## src/tcle_pkg.sv

```systemverilog
// ----------------------------------------------------------------------------
// tcle_pkg: shared types and constants of the text console line editor
// Screen geometry, line buffer size, control characters, command codes and
// the packed result record that leaves the block on the output stream.
// ----------------------------------------------------------------------------
package tcle_pkg;

  // screen and line buffer geometry
  localparam int SCREEN_COLS   = 80;
  localparam int SCREEN_ROWS   = 25;
  localparam int LINE_BUF_SIZE = 128;

  // field widths of the item and result records
  localparam int COL_W  = 7;
  localparam int ROW_W  = 5;
  localparam int CNT_W  = 8;
  localparam int IDX_W  = 7;
  localparam int LCOL_W = 16;
  localparam int CHR_W  = 8;

  // limits used by the compare logic; the _LIM values are one bit wider than the values
  localparam logic [COL_W:0] COL_LIM = (COL_W+1)'(SCREEN_COLS);
  localparam logic [ROW_W:0] ROW_LIM = (ROW_W+1)'(SCREEN_ROWS);
  localparam logic [CNT_W:0] BUF_LIM = (CNT_W+1)'(LINE_BUF_SIZE);
  localparam logic [COL_W-1:0]  COL_LAST = COL_W'(SCREEN_COLS - 1);
  localparam logic [ROW_W-1:0]  ROW_LAST = ROW_W'(SCREEN_ROWS - 1);
  localparam logic [LCOL_W-1:0] LCOL_MAX = '1;

  // control characters
  localparam logic [CHR_W-1:0] CH_NEWLINE   = 8'h0A;
  localparam logic [CHR_W-1:0] CH_RETURN    = 8'h0D;
  localparam logic [CHR_W-1:0] CH_BACKSPACE = 8'h08;
  localparam logic [CHR_W-1:0] CH_EOT       = 8'h04;
  localparam logic [CHR_W-1:0] CH_ERASE     = 8'h00;

  // fill attribute after reset
  localparam logic [7:0] FILL_ATTR_RST = 8'h07;

  typedef enum logic [1:0] {
    CMD_PUT_CHAR = 2'd0,
    CMD_KEY_CHAR = 2'd1,
    CMD_KEY_EOT  = 2'd2,
    CMD_CLEAR    = 2'd3
  } cmd_t;

  // result record, last field in the lowest bits, zero pad on top
  typedef struct packed {
    logic [4:0]        pad;
    logic [CNT_W-1:0]  line_count;
    logic [ROW_W-1:0]  cursor_row;
    logic [COL_W-1:0]  cursor_col;
    logic [CHR_W-1:0]  store_byte;
    logic [IDX_W-1:0]  store_index;
    logic              store_valid;
    logic              screen_clear;
    logic              scroll_up;
    logic [CHR_W-1:0]  cell_char;
    logic [ROW_W-1:0]  cell_row;
    logic [COL_W-1:0]  cell_col;
    logic              cell_write;
  } res_t;

endpackage

```

## src/tcle_step.sv

```systemverilog
// ----------------------------------------------------------------------------
// tcle_step: console state and single-pass update
// Holds cursor, logical column and buffer fill count; computes the result
// of one item and commits the new state when the item advances.
// ----------------------------------------------------------------------------
module tcle_step
  import tcle_pkg::*;
(
  input  logic             clk,
  input  logic             rst_n,
  input  logic             adv,
  input  cmd_t             cmd,
  input  logic [CHR_W-1:0] chr,
  output res_t             res
);

  logic [COL_W-1:0]  col_r, col_nxt;
  logic [ROW_W-1:0]  row_r, row_nxt;
  logic [LCOL_W-1:0] lcol_r, lcol_nxt;
  logic [CNT_W-1:0]  cnt_r, cnt_nxt;

  logic             do_put;
  logic             do_store;
  logic [COL_W:0]   col_inc;
  logic [ROW_W:0]   row_inc;
  logic [CNT_W:0]   cnt_inc;
  logic [COL_W-1:0] col_adv;
  logic [ROW_W-1:0] row_adv;
  logic             wrap;

  assign col_inc = {1'b0, col_r} + (COL_W+1)'(1);
  assign row_inc = {1'b0, row_r} + (ROW_W+1)'(1);
  assign cnt_inc = {1'b0, cnt_r} + (CNT_W+1)'(1);

  // command decode and buffer store
  always_comb begin
    do_put   = 1'b0;
    do_store = 1'b0;
    case (cmd)
      CMD_PUT_CHAR: begin
        do_put = 1'b1;
      end
      CMD_KEY_CHAR: begin
        if (chr == CH_BACKSPACE && cnt_r != '0 && lcol_r != '0) begin
          do_put = 1'b1;
        end else if ((chr != CH_BACKSPACE && cnt_inc < BUF_LIM) ||
                     (chr == CH_NEWLINE && {1'b0, cnt_r} < BUF_LIM)) begin
          do_put   = 1'b1;
          do_store = 1'b1;
        end
      end
      CMD_KEY_EOT: begin
        do_store = ({1'b0, cnt_r} < BUF_LIM);
      end
      default: begin
      end
    endcase
  end

  // cursor advance after a printable character
  always_comb begin
    wrap    = (col_inc >= COL_LIM);
    col_adv = wrap ? '0 : col_inc[COL_W-1:0];
    row_adv = row_r;
    if (wrap) begin
      row_adv = (row_inc >= ROW_LIM) ? ROW_LAST : row_inc[ROW_W-1:0];
    end
  end

  // next state and result
  always_comb begin
    col_nxt  = col_r;
    row_nxt  = row_r;
    lcol_nxt = lcol_r;
    cnt_nxt  = cnt_r;
    res      = '0;

    if (cmd == CMD_CLEAR) begin
      res.screen_clear = 1'b1;
      col_nxt  = '0;
      row_nxt  = '0;
      lcol_nxt = '0;
      cnt_nxt  = '0;
    end

    // buffer: keyboard backspace removes, store appends
    if (cmd == CMD_KEY_CHAR && chr == CH_BACKSPACE && do_put) begin
      cnt_nxt = cnt_r - CNT_W'(1);
    end
    if (do_store) begin
      res.store_valid = 1'b1;
      res.store_index = cnt_r[IDX_W-1:0];
      res.store_byte  = (cmd == CMD_KEY_EOT) ? CH_EOT : chr;
      cnt_nxt         = cnt_inc[CNT_W-1:0];
    end

    // screen side of one character
    if (do_put) begin
      if (chr == CH_NEWLINE) begin
        lcol_nxt = '0;
        col_nxt  = '0;
        if (row_inc >= ROW_LIM) begin
          res.scroll_up = 1'b1;
          row_nxt = ROW_LAST;
        end else begin
          row_nxt = row_inc[ROW_W-1:0];
        end
      end else if (chr == CH_RETURN) begin
        lcol_nxt = '0;
        col_nxt  = '0;
      end else if (chr == CH_BACKSPACE) begin
        if (lcol_r != '0 && !(col_r == '0 && row_r == '0)) begin
          lcol_nxt = lcol_r - LCOL_W'(1);
          if (col_r == '0) begin
            row_nxt = row_r - ROW_W'(1);
            col_nxt = COL_LAST;
          end else begin
            col_nxt = col_r - COL_W'(1);
          end
          res.cell_write = 1'b1;
          res.cell_col   = col_nxt;
          res.cell_row   = row_nxt;
          res.cell_char  = CH_ERASE;
        end
      end else begin
        res.cell_write = 1'b1;
        res.cell_col   = col_r;
        res.cell_row   = row_r;
        res.cell_char  = chr;
        if (lcol_r != LCOL_MAX) begin
          lcol_nxt = lcol_r + LCOL_W'(1);
        end
        col_nxt = col_adv;
        row_nxt = row_adv;
        res.scroll_up = wrap && (row_inc >= ROW_LIM);
      end
    end

    res.cursor_col = col_nxt;
    res.cursor_row = row_nxt;
    res.line_count = cnt_nxt;
  end

  // state registers
  always_ff @(posedge clk) begin
    if (!rst_n) begin
      col_r  <= '0;
      row_r  <= '0;
      lcol_r <= '0;
      cnt_r  <= '0;
    end else if (adv) begin
      col_r  <= col_nxt;
      row_r  <= row_nxt;
      lcol_r <= lcol_nxt;
      cnt_r  <= cnt_nxt;
    end
  end

endmodule

```

## src/text_console_line_editor.sv

```systemverilog
// ----------------------------------------------------------------------------
// text_console_line_editor: text-mode console cursor and line discipline
// Input register, single-pass state update and output register.
// ----------------------------------------------------------------------------
// Usage:
//   Items enter on the in_ stream: in_tuser carries the command, in_tdata the
//   character byte. Each item gives exactly one result on the out_ stream,
//   a packed record of one cell write, scroll and clear flags, one line
//   buffer store and the cursor and fill count after the item.
//   An accepted item waits in the input register and is updated into the
//   output register, which raises out_tvalid, once that register is free or
//   draining.
//   Throughput is one item per cycle while out_tready is high; the cursor and
//   count registers close their update loop through combinational logic only.
//   When the receiver stalls, the result waits in the output register and
//   one more item waits in the input register; in_tready then drops.
//   Reset (rst_n low, synchronous) homes the cursor, empties the line count,
//   drops both registers and sets the fill attribute to 7. The user must
//   write the attribute through cfg_wr_en/cfg_wr_data only while the block
//   is idle; the block itself does not enforce this.
// ----------------------------------------------------------------------------
module text_console_line_editor
  import tcle_pkg::*;
(
  input  logic        clk,
  input  logic        rst_n,
  // input stream
  input  logic        in_tvalid,
  output logic        in_tready,
  input  logic [7:0]  in_tdata,   // [7:0] char_code
  input  logic [1:0]  in_tuser,   // [1:0] command
  // result stream
  output logic        out_tvalid,
  input  logic        out_tready,
  // [0] cell_write, [7:1] cell_col, [12:8] cell_row, [20:13] cell_char,
  // [21] scroll_up, [22] screen_clear, [23] store_valid, [30:24] store_index,
  // [38:31] store_byte, [45:39] cursor_col, [50:46] cursor_row,
  // [58:51] line_count, [63:59] zero
  output logic [63:0] out_tdata,
  // configuration
  input  logic        cfg_wr_en,
  input  logic [7:0]  cfg_wr_data
);

  logic             in_vld_r;
  cmd_t             in_cmd_r;
  logic [CHR_W-1:0] in_chr_r;
  logic             out_vld_r;
  res_t             out_r;
  res_t             res;
  logic [7:0]       fill_attr_r;
  logic             adv;

  // the staged item moves on when the output register is free or draining
  assign adv       = in_vld_r && (!out_vld_r || out_tready);
  assign in_tready = !in_vld_r || adv;

  // input register
  always_ff @(posedge clk) begin
    if (!rst_n) begin
      in_vld_r <= 1'b0;
    end else if (in_tready) begin
      in_vld_r <= in_tvalid;
    end
  end

  always_ff @(posedge clk) begin
    if (in_tready && in_tvalid) begin
      in_cmd_r <= cmd_t'(in_tuser);
      in_chr_r <= in_tdata;
    end
  end

  // state update
  tcle_step u_step (
    .clk   (clk),
    .rst_n (rst_n),
    .adv   (adv),
    .cmd   (in_cmd_r),
    .chr   (in_chr_r),
    .res   (res)
  );

  // output register
  always_ff @(posedge clk) begin
    if (!rst_n) begin
      out_vld_r <= 1'b0;
    end else if (adv) begin
      out_vld_r <= 1'b1;
    end else if (out_tready) begin
      out_vld_r <= 1'b0;
    end
  end

  always_ff @(posedge clk) begin
    if (adv) begin
      out_r <= res;
    end
  end

  assign out_tvalid = out_vld_r;
  assign out_tdata  = out_r;

  // fill attribute register
  always_ff @(posedge clk) begin
    if (!rst_n) begin
      fill_attr_r <= FILL_ATTR_RST;
    end else if (cfg_wr_en) begin
      fill_attr_r <= cfg_wr_data;
    end
  end

  // checks
  a_count_range: assert property (@(posedge clk) disable iff (!rst_n)
    out_vld_r |-> {1'b0, out_r.line_count} <= BUF_LIM)
    else $error("line count beyond buffer size");

  a_cursor_range: assert property (@(posedge clk) disable iff (!rst_n)
    out_vld_r |-> ({1'b0, out_r.cursor_col} < COL_LIM &&
                   {1'b0, out_r.cursor_row} < ROW_LIM))
    else $error("cursor off screen");

  a_store_index: assert property (@(posedge clk) disable iff (!rst_n)
    out_vld_r && out_r.store_valid |->
      out_r.line_count == {1'b0, out_r.store_index} + CNT_W'(1))
    else $error("store slot does not match fill count");

  a_clear_home: assert property (@(posedge clk) disable iff (!rst_n)
    out_vld_r && out_r.screen_clear |->
      (out_r.cursor_col == '0 && out_r.cursor_row == '0 && out_r.line_count == '0))
    else $error("clear did not home cursor and count");

  a_stall_holds: assert property (@(posedge clk) disable iff (!rst_n)
    !in_tready |-> (in_vld_r && out_vld_r && !out_tready))
    else $error("input stalled without a full pipeline");

  a_attr_hold: assert property (@(posedge clk) disable iff (!rst_n)
    !$past(cfg_wr_en) && $past(rst_n) |-> $stable(fill_attr_r))
    else $error("fill attribute changed without a write");

endmodule
```

## config.mk

```make
export PLATFORM = sky130hd
export DESIGN_NAME = text_console_line_editor
export DESIGN_NICKNAME = d
export VERILOG_FILES = /design/src/tcle_pkg.sv /design/src/tcle_step.sv /design/src/text_console_line_editor.sv
export SDC_FILE = /design/constraint.sdc
export NUM_CORES = 1
export LEC_CHECK = 0
export ABC_AREA = 1
export BUFFER_PORTS_ARGS = -buffer_cell sky130_fd_sc_hd__buf_2
export CORE_UTILIZATION = 45
export DETAILED_ROUTE_END_ITERATION = 8
export PLACE_DENSITY_LB_ADDON = 0.3
export SYNTH_ARGS = -nofsm -noshare
export SYNTH_HDL_FRONTEND = slang
export SYNTH_HIERARCHICAL = 1
export SYNTH_SLANG_ARGS = --single-unit
```

## constraint.sdc

```tcl
create_clock -name clk -period 5.27 [get_ports clk]
set_input_delay 0.2635 -clock clk [delete_from_list [all_inputs] [get_ports clk]]
set_output_delay 0.2635 -clock clk [all_outputs]
set_load 0.01 [all_outputs]
```

# Word-level counts from Yosys, hierarchy flattened
# Cells that the tools add are included.
[totals]
inputBits = 23
word_cells = 111
register_bits = 107
output_inout_bits = 66
[classes]
reduce_logical = 25
n_bitwise = 2
order_cmp = 4
eq_ne = 8
addsub = 8
muxes = 43
[op_table]
columns = ["operator", "count"]
rows = [
  ["$mux 16", 7],
  ["$mux 7", 8],
  ["$mux 5", 9],
  ["$eq 8x4->1 const B", 3],
  ["$mux 8", 3],
  ["$mux 22", 1],
  ["$mux 21", 1],
  ["$add 16x1->16 const B", 1],
  ["$ne 16x16->1 const B", 1],
  ["$reduce_bool 16->1", 1],
  ["$sub 16x1->16 const B", 1],
  ["$mux 13", 1],
  ["$logic_and 1x1->1", 11],
  ["$mux 1", 10],
  ["$add 8x1->9 const B", 1],
  ["$lt 9x8->1 const B", 1],
  ["$add 7x1->8 const B", 1],
  ["$ge 8x7->1 const B", 1],
  ["$lt 8x8->1 const B", 1],
  ["$ne 8x4->1 const B", 1],
  ["$reduce_bool 8->1", 1],
  ["$sub 8x1->8 const B", 1],
  ["$logic_not 7->1", 1],
  ["$sub 7x1->7 const B", 1],
  ["other kinds (15)", 22],
]

# Logic depth before layout (Yosys ltp)
# Gate-level depths: netlist (run 1).
[depth]
depth_word = 10
mapped_depth = 18
mapped_depth_nobuf = 18

# Cells and area by module
# The synthesis (run 1) kept the hierarchy.
[by_module_without_submodules]
columns = ["mod", "instances", "area_each_um2", "seq_area_each_um2", "cells_each"]
rows = [
  ["tcle_step", 1, 4850.9, 720.7, 869],
  ["text_console_line_editor", 1, 2317.2, 2262.2, 87],
]

# Worst setup path after synthesis (run 1)
# OpenSTA, ideal clock, no wires.
[synth_path]
path_type = "register to register"
start = "reg out_vld_r, in the netlist out_tvalid"
end = "reg u_step.cnt_r[0]"
path_stages_with_launch = 7
setup_time_ns = 0.056
t_required_ns = 5.214
setup_slack_ns = 0.038
t_arrival_ns = 5.176
synth_period_minus_slack_ns = 5.232
n_path_buf = 1
cell_sequence = "dfxtp_1 -> a21oi_1 -> clkinv_1 -> clkbuf_1 -> a21oi_1 -> nand2_1 -> inv_1"
[synth_via]
elab_chain_cells = 3
[synth_lines]
columns = ["item", "line_no", "source"]
rows = [
  ["start: declaration", "text_console_line_editor.sv:48", "logic out_vld_r;"],
  ["start signal: assignment", "text_console_line_editor.sv:87", "out_vld_r <= 1'b0;"],
  ["start signal: assignment", "text_console_line_editor.sv:89", "out_vld_r <= 1'b1;"],
  ["start signal: assignment", "text_console_line_editor.sv:91", "out_vld_r <= 1'b0;"],
  ["$logic_not 1->1", "text_console_line_editor.sv:55", "assign adv = in_vld_r && (!out_vld_r || out_tready);"],
  ["$logic_or 1x1->1", "text_console_line_editor.sv:55", ""],
  ["$logic_and 1x1->1", "text_console_line_editor.sv:55", ""],
  ["net adv", "text_console_line_editor.sv:52", "logic adv;"],
  ["end signal: assignment", "tcle_step.sv:155", "cnt_r <= cnt_nxt;"],
  ["end: declaration", "tcle_step.sv:20", "logic [CNT_W-1:0] cnt_r, cnt_nxt;"],
]
# The timed path passes the listed nets, and every way through them passes these cells.
# A chain may end at the register's enable or synchronous reset.

==> results of run 1 <==
-- worst max-delay path: cells and delay by family (launching register included) --
kind	cells	cell delay, ns
flops	1	0.36
buf+inv	3	0.23
simple gates	11	2.16
-- where the power goes --
part | internal [mW] | switching [mW] | total [mW]
Sequential | 0.990 | 0.0377 | 1.03
Combinational | 0.138 | 0.302 | 0.440
Clock | 0.326 | 0.340 | 0.665
-- worst max path at each step --
stage | end | startpoint | depth (start not counted) | slack [ns]
floorplan | u_step/cnt_r[0] | out_tvalid | 6 | 0.04
global placement | out_tdata[54] | in_chr_r[6] | 14 | 2.26
detailed placement | out_tdata[57] | in_chr_r[6] | 14 | 2.24
CTS | out_tdata[57] | in_chr_r[6] | 14 | 2.24
global route | out_tdata[55] | in_chr_r[6] | 14 | 1.96
finish | out_tdata[57] | in_chr_r[6] | 14 | 2.25
-- cells in the final DEF (no fill, tap or decap), types with 4 or more instances in the layout --
| cell type | count |
|---|---|
| nand2_1 | 245 |
| dfxtp_1 | 38 |
| o21ai_2 | 8 |
| o211ai_1 | 6 |
| nand3_2 | 5 |
| nor2_2 | 5 |
| buf_2 | 79 |
| conb_1 | 5 |
| nand2_4 | 6 |
| nor2_1 | 93 |
| ha_1 | 13 |
| clkbuf_16 | 9 |
| nand4_1 | 15 |
| xor2_1 | 29 |
| inv_1 | 100 |
| o21ai_0 | 44 |
| clkinv_1 | 4 |
| nor3_1 | 17 |
| edfxtp_1 | 74 |
| a21oi_1 | 50 |
| nand2_2 | 7 |
| nand3_1 | 97 |
| inv_2 | 13 |
-- cell type report --
| cell class | instances | area (sq um) |
|---|---|---|
| repair buffers | 82 | 418 |
| multi-input cells | 683 | 3490 |
| flip-flops and latches | 112 | 2980 |
| fillers | 1491 | 7500 |
| inverters | 116 | 438 |
| clock inverters | 7 | 52.6 |
| clock buffers | 9 | 225 |
| well taps | 211 | 264 |
-- sequential cells by signal (all words and copies together) (netlist names) --
register and flops:
in_chr_r 8, in_cmd_r 2, in_vld_r 1, out_tdata 64, out_tvalid 1, u_step/cnt_r 8
u_step/col_r 7, u_step/lcol_r 16, u_step/row_r 5
-- cells by family after synthesis --
logic type	after synthesis
xor+xnor	31
other cells	1
simple gates	505
compound gates	129
flops	112
buf+inv	165
fa+ha+maj	13
-- stage by stage --
stage	area, sq um	util [%]	power, mW
2_1_floorplan	7180	-	1.38
3_3_place_gp	7600	49.4	1.48
3_5_place_dp	7600	49.4	1.48
4_1_cts	7880	51.2	2.15
5_1_grt	7880	51.2	2.25
6_report	7880	51.2	2.13
-- routing by layer --
| layer | vias up | share of wire (%) | global-route usage (%) |
|---|---|---|---|
| met2 | 201 | 45 | 33.8 |
| met1 | 2947 | 47 | 30.4 |
| met5 | - | 0 | 0 |
| met3 | 18 | 6.3 | 3.55 |
| li1 | 3205 | - | - |
| met4 | 0 | 1.6 | 9.69 |
==> impl_metrics.ini, run 1 <==
[synth]
ys_top_cells_by_count = nand2_1, inv_1, nand3_1, nor2_1, edfxtp_1
synth_top_area_share_pct = 31.0
synthArstFlopShare_pct = 0
synth_compound_area_share_pct = 10.5
synthMostInstantiatedCell = nand2_1
synth_area_leader_cell = edfxtp_1
ys.warnings.count = 6
syn_avg_cell_area_sq_um = 7.50
synth_top_family_by_area = simple AND/OR/NAND/NOR gates
synth-edff-count = 74
synthSimpleGateAreaFrac_pct = 31.8
ys_ff_latch = 112
synth_cell_types = 47
synthMuxAreaShare_pct = 0
synthXorXnorAreaFrac_pct = 3.79
netlist_top_cells_area = edfxtp_1, nand2_1, dfxtp_1, nand3_1, inv_1
netlist_instances = 956
syn_area_sq_um = 7170
synthAdderAreaFrac_pct = 2.27
synth_ff_type = edfxtp_1
yosysSeqAreaShare_pct = 41.6

[floorplan]
ios = 89
fp.dieW_um = 128
die_y_um = 128
initial_core_util_pct = 46.6
core-area_sq_um = 15400
rows = 45
design.die.area_sq_um = 16400

[run_status]
status = finished clean

[power_and_ir_drop]
leakagePower_nw = 3.59
p_per_area_nw_per_um2 = 271
irDropWorstVdd_uv = 163

[setup_path]
slowest_stage = nand2_2
r2r_start = in_chr_r[6]
rr_worst_depth = 14
start_kind = register
crit_chain = inv_1 > nand2_1 > nor3_2 > nand2_2 > nor2_1 > nand3_1 > nand2_1 > inv_2 > nand2_4 > nand2_2 > nand2_1 > nand3_1 > nand2_1 > inv_1
crit_path_end_kind = register
critPathRequiredTime_ns = 5.39
max_stage_delay_ns = 0.50
cp.arrival_ns = 3.14
crit_top_cell = nand2_1
reg2reg_slack_ns = 2.25
crit_path_max_fanout = 43
r2r_end = out_tdata[57]
crit_type = reg -> reg

[min_path]
holdCritStartpoint = in_tdata[5]
hold_end = in_chr_r[5]
worstHoldPathCells = 1
hp-class = in -> reg

[final_layout]
final_nets = 1040
final_layout_size_suffix_gt1_share_pct = 15.5
area_growth_pct = 9.86
diodes = 0
stdcell_count = 1220

[routing]
routed_wl_um = 17000
wl_per_cell_um = 13.9
via_count = 6371
antenna_left = 0
drt_iter0_drc = 602
vias_per_cell = 5.22
drc_errors = 0
drt-pass1-iter-count = 7

[sta]
relSlewSlack_pct = 31.3
max_freq_ghz = 0.332
worst_pin_slew_ns = 1.03
fin_crit_ns = 3.02
finalHoldViolCount = 0
holdWs_ns = 0.0762
skew_ns = 0.00709
worst_slack_ns = 2.25
drv_slew = 0
rsz0062_at_grt = no
fin_crit_sh_pct = 57.2
setup_viol = 0
fin_tns_setup_ns = 0

[clock_network]
cts.repair.resized = 0
clk_latency_ns = 0.37
post_cts_buffers = 0
clkTransAtPathRegs_ns = 0.07
numCtsBuffers = 9
cts_root_buffer = clkbuf_16
cts_num_sinks = 112
clockBufferDepth = 2
cts-htree-levels = 3
cts_tree = done
holdBufCountCts = 0

[placement]
hpwl_um = 11300
port_buffers = 79
post-place-ws_ns = 2.24
gp_congestion = 0.903
dp.cells = 1204

[global_route]
track_usage_pct = 22.0
grt_pass1_wl_um = 28400
grt-ovfl-total = 0
grt_pass1_vias = 5672
grt_max_degree = 81
antenna_found_initial = 0

[job]
max_cap_viol_count = 0
Power figures use the tool's default switching activity.
==> run 2, diff against run 1 <==
==> constraint.sdc (replaced) <==
create_clock -name clk -period 2.6 [get_ports clk]
set_input_delay 0.13 -clock clk [delete_from_list [all_inputs] [get_ports clk]]
set_output_delay 0.13 -clock clk [all_outputs]
set_load 0.01 [all_outputs]
==> impl_metrics.ini, run 2 (same netlist as run 1, synthesis figures left out) <==
[sta]
fin_crit_ns = 2.39
worst_pin_slew_ns = 0.700
max_freq_ghz = 0.419
drv_slew = 0
skew_ns = 0.00799
relSlewSlack_pct = 53.3
fin_crit_sh_pct = 91.9
finalHoldViolCount = 0
setup_viol = 0
fin_tns_setup_ns = 0

[final_layout]
design_area_sq_um = 8190
layout_commonest_cell = nand2_1
post-route-util_pct = 53.3
final_layout_size_suffix_gt1_share_pct = 17.7
final_nets = 1074
mostFrequentLayoutCells = nand2_1, inv_1, nand3_1, nor2_1, buf_2
area_growth_pct = 14.3
largest_reg_flops = 64
diodes = 0

[routing]
wl_per_cell_um = 14.0
via_count = 6464
antenna_left = 0
routed_wl_um = 17600
drt_iter0_drc = 546
drt-pass1-iter-count = 5
vias_per_cell = 5.15
drc_errors = 0

[run_status]
status = finished clean

[clock_network]
clockBufferDepth = 2
cts_root_buffer = clkbuf_16
cts_tree = done
numCtsBuffers = 9
clkTransAtPathRegs_ns = 0.08
cts-htree-levels = 3
clk_latency_ns = 0.36
cts_num_sinks = 112
post_cts_buffers = 0

[power_and_ir_drop]
combPwrFrac_pct = 21.7
swShare_pct = 31.5
switchingPower_mw = 1.38
pwr-share-clk_pct = 30.9
leakagePower_nw = 3.76
p_per_area_nw_per_um2 = 535
p_seq_share_pct = 47.5
intPower_mw = 3.00
irDropWorstVdd_uv = 417

[floorplan]
ios = 89
initial_core_util_pct = 46.6
design.die.area_sq_um = 16400
die_y_um = 128
fp.dieW_um = 128
rows = 45
core-area_sq_um = 15400

[placement]
gp_congestion = 0.901
post_dp_cell_area_sq_um = 7790
hpwl_um = 12200
port_buffers = 79

[setup_path]
crit_path_end_kind = register
crit_path_max_fanout = 6
rr_worst_depth = 11
crit_type = reg -> reg
cp.arrival_ns = 2.46
critPathRequiredTime_ns = 2.67
start_kind = register

[min_path]
worstHoldPathCells = 3
hp-class = in -> reg

[global_route]
grt_pass1_vias = 5783
grt_max_degree = 47
grt-ovfl-total = 0
antenna_found_initial = 0
grt_pass1_wl_um = 28500
track_usage_pct = 21.9

[job]
max_cap_viol_count = 0
[run 2: per-stage QoR]
| step | hold slack [ns] | setup WS, ns | cells | total power, mW |
|---|---|---|---|---|
| finish | 0.0198 | 0.211 | 1254 | 4.38 |
| global route | 0.0285 | -0.00166 | 1254 | 4.60 |
| CTS | 0.0154 | 0.197 | 1254 | 4.40 |
| detailed placement | 0.308 | 0.198 | 1228 | 3.04 |
| global placement | 0.309 | 0.230 | 1228 | 3.03 |
| floorplan | 0.229 | 0.0170 | 960 | 2.79 |
[run 2: path summary, 6_finish.rpt]
| check | start | end | slack, ns |
|---|---|---|---|
| max | u_step/lcol_r[0] | out_tdata[3] | 0.21 |
| min | in_tvalid | in_vld_r | 0.02 |
| max reg2reg | u_step/lcol_r[0] | out_tdata[3] | 0.21 |
| min reg2reg | u_step/lcol_r[1] | u_step/lcol_r[1] | 0.49 |
[run 2: what timing repair did]
item,4_1_cts,5_1_grt
endpoints found under the setup margin,0,17
endpoints found under the hold margin,10,0
hold buffers,10,0
gates resized for setup,0,5
[run 2: cell type report]
class	instances	area, sq um
fillers	1526	7180
inverters	116	438
clock buffers	10	229
clock inverters	6	57.6
well taps	211	264
multi-input cells	683	3510
flip-flops and latches	112	2980
repair buffers	116	711
[run 2: layer usage]
metal | track usage (%) | up-vias | wire length [um]
li1 | - | 3275 | -
met1 | 29.5 | 2963 | 8110
met2 | 36.5 | 217 | 8330
met3 | 3.84 | 9 | 970
met4 | 5.47 | 0 | 150
met5 | 0 | - | 0
[run 2: power by group through the flow]
stage	Clock (mW)	Sequential, mW	Combinational (mW)
6_report	1.35	2.08	0.950
5_1_grt	1.44	2.09	1.06
4_1_cts	1.39	2.08	0.936
3_5_place_dp	0	2.12	0.917
3_3_place_gp	0	2.12	0.909
2_1_floorplan	0	2.12	0.673
[run 2: critical path, cell delays in order, from the launching register on]
cell      delay (ns)
dfxtp_1         0.35
inv_1           0.13
ha_2            0.23
nand3_4         0.11
nor2_1          0.19
nand2_1         0.17
nand3_1         0.12
nand2_1         0.11
a21oi_4         0.25
nor2_1          0.12
nand2_1         0.22
a211oi_1        0.09
==> run 3, diff against run 2 <==
--- a/config.mk
+++ b/config.mk
@@ -7,7 +7,7 @@
 export LEC_CHECK = 0
 export ABC_AREA = 1
 export BUFFER_PORTS_ARGS = -buffer_cell sky130_fd_sc_hd__buf_2
-export CORE_UTILIZATION = 45
+export CORE_UTILIZATION = 30
 export DETAILED_ROUTE_END_ITERATION = 8
 export PLACE_DENSITY_LB_ADDON = 0.3
 export SYNTH_ARGS = -nofsm -noshare
==> constraint.sdc (replaced) <==
create_clock -name clk -period 3.04 [get_ports clk]
set_input_delay 0.152 -clock clk [delete_from_list [all_inputs] [get_ports clk]]
set_output_delay 0.152 -clock clk [all_outputs]
set_load 0.01 [all_outputs]
==> impl_metrics.ini, run 3 (same netlist as run 1, synthesis figures left out) <==
[clock_network]
holdBufCountCts = 10
clockBufferDepth = 2
clk_latency_ns = 0.37
clkTransAtPathRegs_ns = 0.08
cts-htree-levels = 3
cts_tree = done
cts.repair.resized = 0
numCtsBuffers = 9
cts_root_buffer = clkbuf_16
cts_num_sinks = 112
post_cts_buffers = 0

[floorplan]
core-area_sq_um = 23500
design.die.area_sq_um = 24500
die_y_um = 157
fp.dieW_um = 157
ios = 89
rows = 56
initial_core_util_pct = 30.5

[sta]
worst_pin_slew_ns = 0.633
setup_viol = 0
relSlewSlack_pct = 56.7
fin_tns_setup_ns = 0
skew_ns = 0.0117
rsz0062_at_grt = no
max_freq_ghz = 0.394
fin_crit_sh_pct = 83.5
finalHoldViolCount = 0
fin_crit_ns = 2.54
drv_slew = 0

[final_layout]
final_nets = 1062
nFillCells = 2462
area_growth_pct = 14.8
final_layout_size_suffix_gt1_share_pct = 16.4
multi_input_comb_area_sq_um = 3490
diodes = 0
largest_reg_flops = 64
layout_commonest_cell = nand2_1
seq_area_sq_um = 2980
mostFrequentLayoutCells = nand2_1, inv_1, nand3_1, nor2_1, buf_2

[setup_path]
crit_chain = inv_1 > ha_1 > nand3_4 > nor2_1 > nand2_1 > nand3_1 > nand2_1 > inv_2 > nand2_4 > nand2_2 > nand2_1 > nand3_1 > nand2_1 > inv_1
path_buf_inv = 3
cp.arrival_ns = 2.66
crit_type = reg -> reg
crit_path_max_fanout = 29
critPathRequiredTime_ns = 3.16
slowest_stage = dfxtp_1
start_kind = register
crit_family = simple AND/OR/NAND/NOR gates
crit_path_end_kind = register
max_stage_delay_ns = 0.39
crit_top_cell = nand2_1

[global_route]
antenna_found_initial = 0
track_usage_pct = 15.6
grt_pass1_vias = 5681
grt_pass1_wl_um = 29900
grt_max_degree = 111
grt-ovfl-total = 0

[routing]
routed_wl_um = 18600
vias_per_cell = 4.70
antenna_left = 0
drc_errors = 0
via_count = 6350
drt-pass1-iter-count = 5
wl_per_cell_um = 13.8
drt_iter0_drc = 524

[placement]
hpwl_um = 12700
gp_congestion = 0.922
port_buffers = 79

[power_and_ir_drop]
intPower_mw = 2.55
swShare_pct = 32.4
switchingPower_mw = 1.23
leakagePower_nw = 3.70
p_seq_share_pct = 47.1
p_per_area_nw_per_um2 = 459
pwr-share-clk_pct = 31.9
irDropWorstVdd_uv = 239
combPwrFrac_pct = 21.0
finalPower_mw = 3.78

[min_path]
hp-class = in -> reg

[job]
max_cap_viol_count = 0

[run_status]
status = finished clean
==> run 3: final timing paths <==
check / start / to / slack (ns) / cells after the start
setup / recovery: u_step/lcol_r[0] / out_tdata[54] / 0.50 / 14
setup reg to reg: u_step/lcol_r[0] / out_tdata[54] / 0.50 / 14
hold / removal: in_tvalid / in_vld_r / 0.04 / 3
hold reg to reg: u_step/lcol_r[1] / u_step/lcol_r[1] / 0.50 / 2
==> run 3: worst reg2reg max path, delay by kind of cell (launching register included) <==
kind                     cells  cell delay (ns)
buffers and inverters        3             0.22
AND/OR/NAND/NOR             10             1.43
adder cells (fa/ha/maj)      1             0.27
flip-flops                   1             0.39
==> run 3: layout make-up <==
class	instances	share of cell area, %
repair buffers	104	7.54
well taps	319	4.85
clock inverters	7	0.866
flip-flops and latches	112	36.2
inverters	116	5.32
multi-input cells	683	42.5
clock buffers	9	2.74
==> run 3: per-stage QoR <==
stage	std cells	cell area, sq um	hold slack (ns)	utilization [%]	setup slack, ns
after floorplan	960	7190	0.251	-	0.457
after global placement	1324	7840	0.330	33.4	0.528
after detailed placement	1324	7840	0.330	33.4	0.528
after CTS	1350	8230	0.0246	35.1	0.493
after global routing	1350	8230	0.0554	35.1	0.285
final	1350	8230	0.0368	35.1	0.501
==> run 3: layer usage <==
metal	part of all wire [%]	track usage, %
met1	47	20.6
met2	47	25.8
met3	4.4	2.77
met4	1.5	4.62
met5	0	0
==> run 3: power by group through the flow <==
stage | Clock [mW] | Combinational, mW | Sequential (mW)
final | 1.21 | 0.793 | 1.78
after global routing | 1.29 | 0.891 | 1.79
after global placement | 0 | 0.774 | 1.81
after floorplan | 0 | 0.576 | 1.81
after detailed placement | 0 | 0.780 | 1.82
after CTS | 1.24 | 0.795 | 1.78
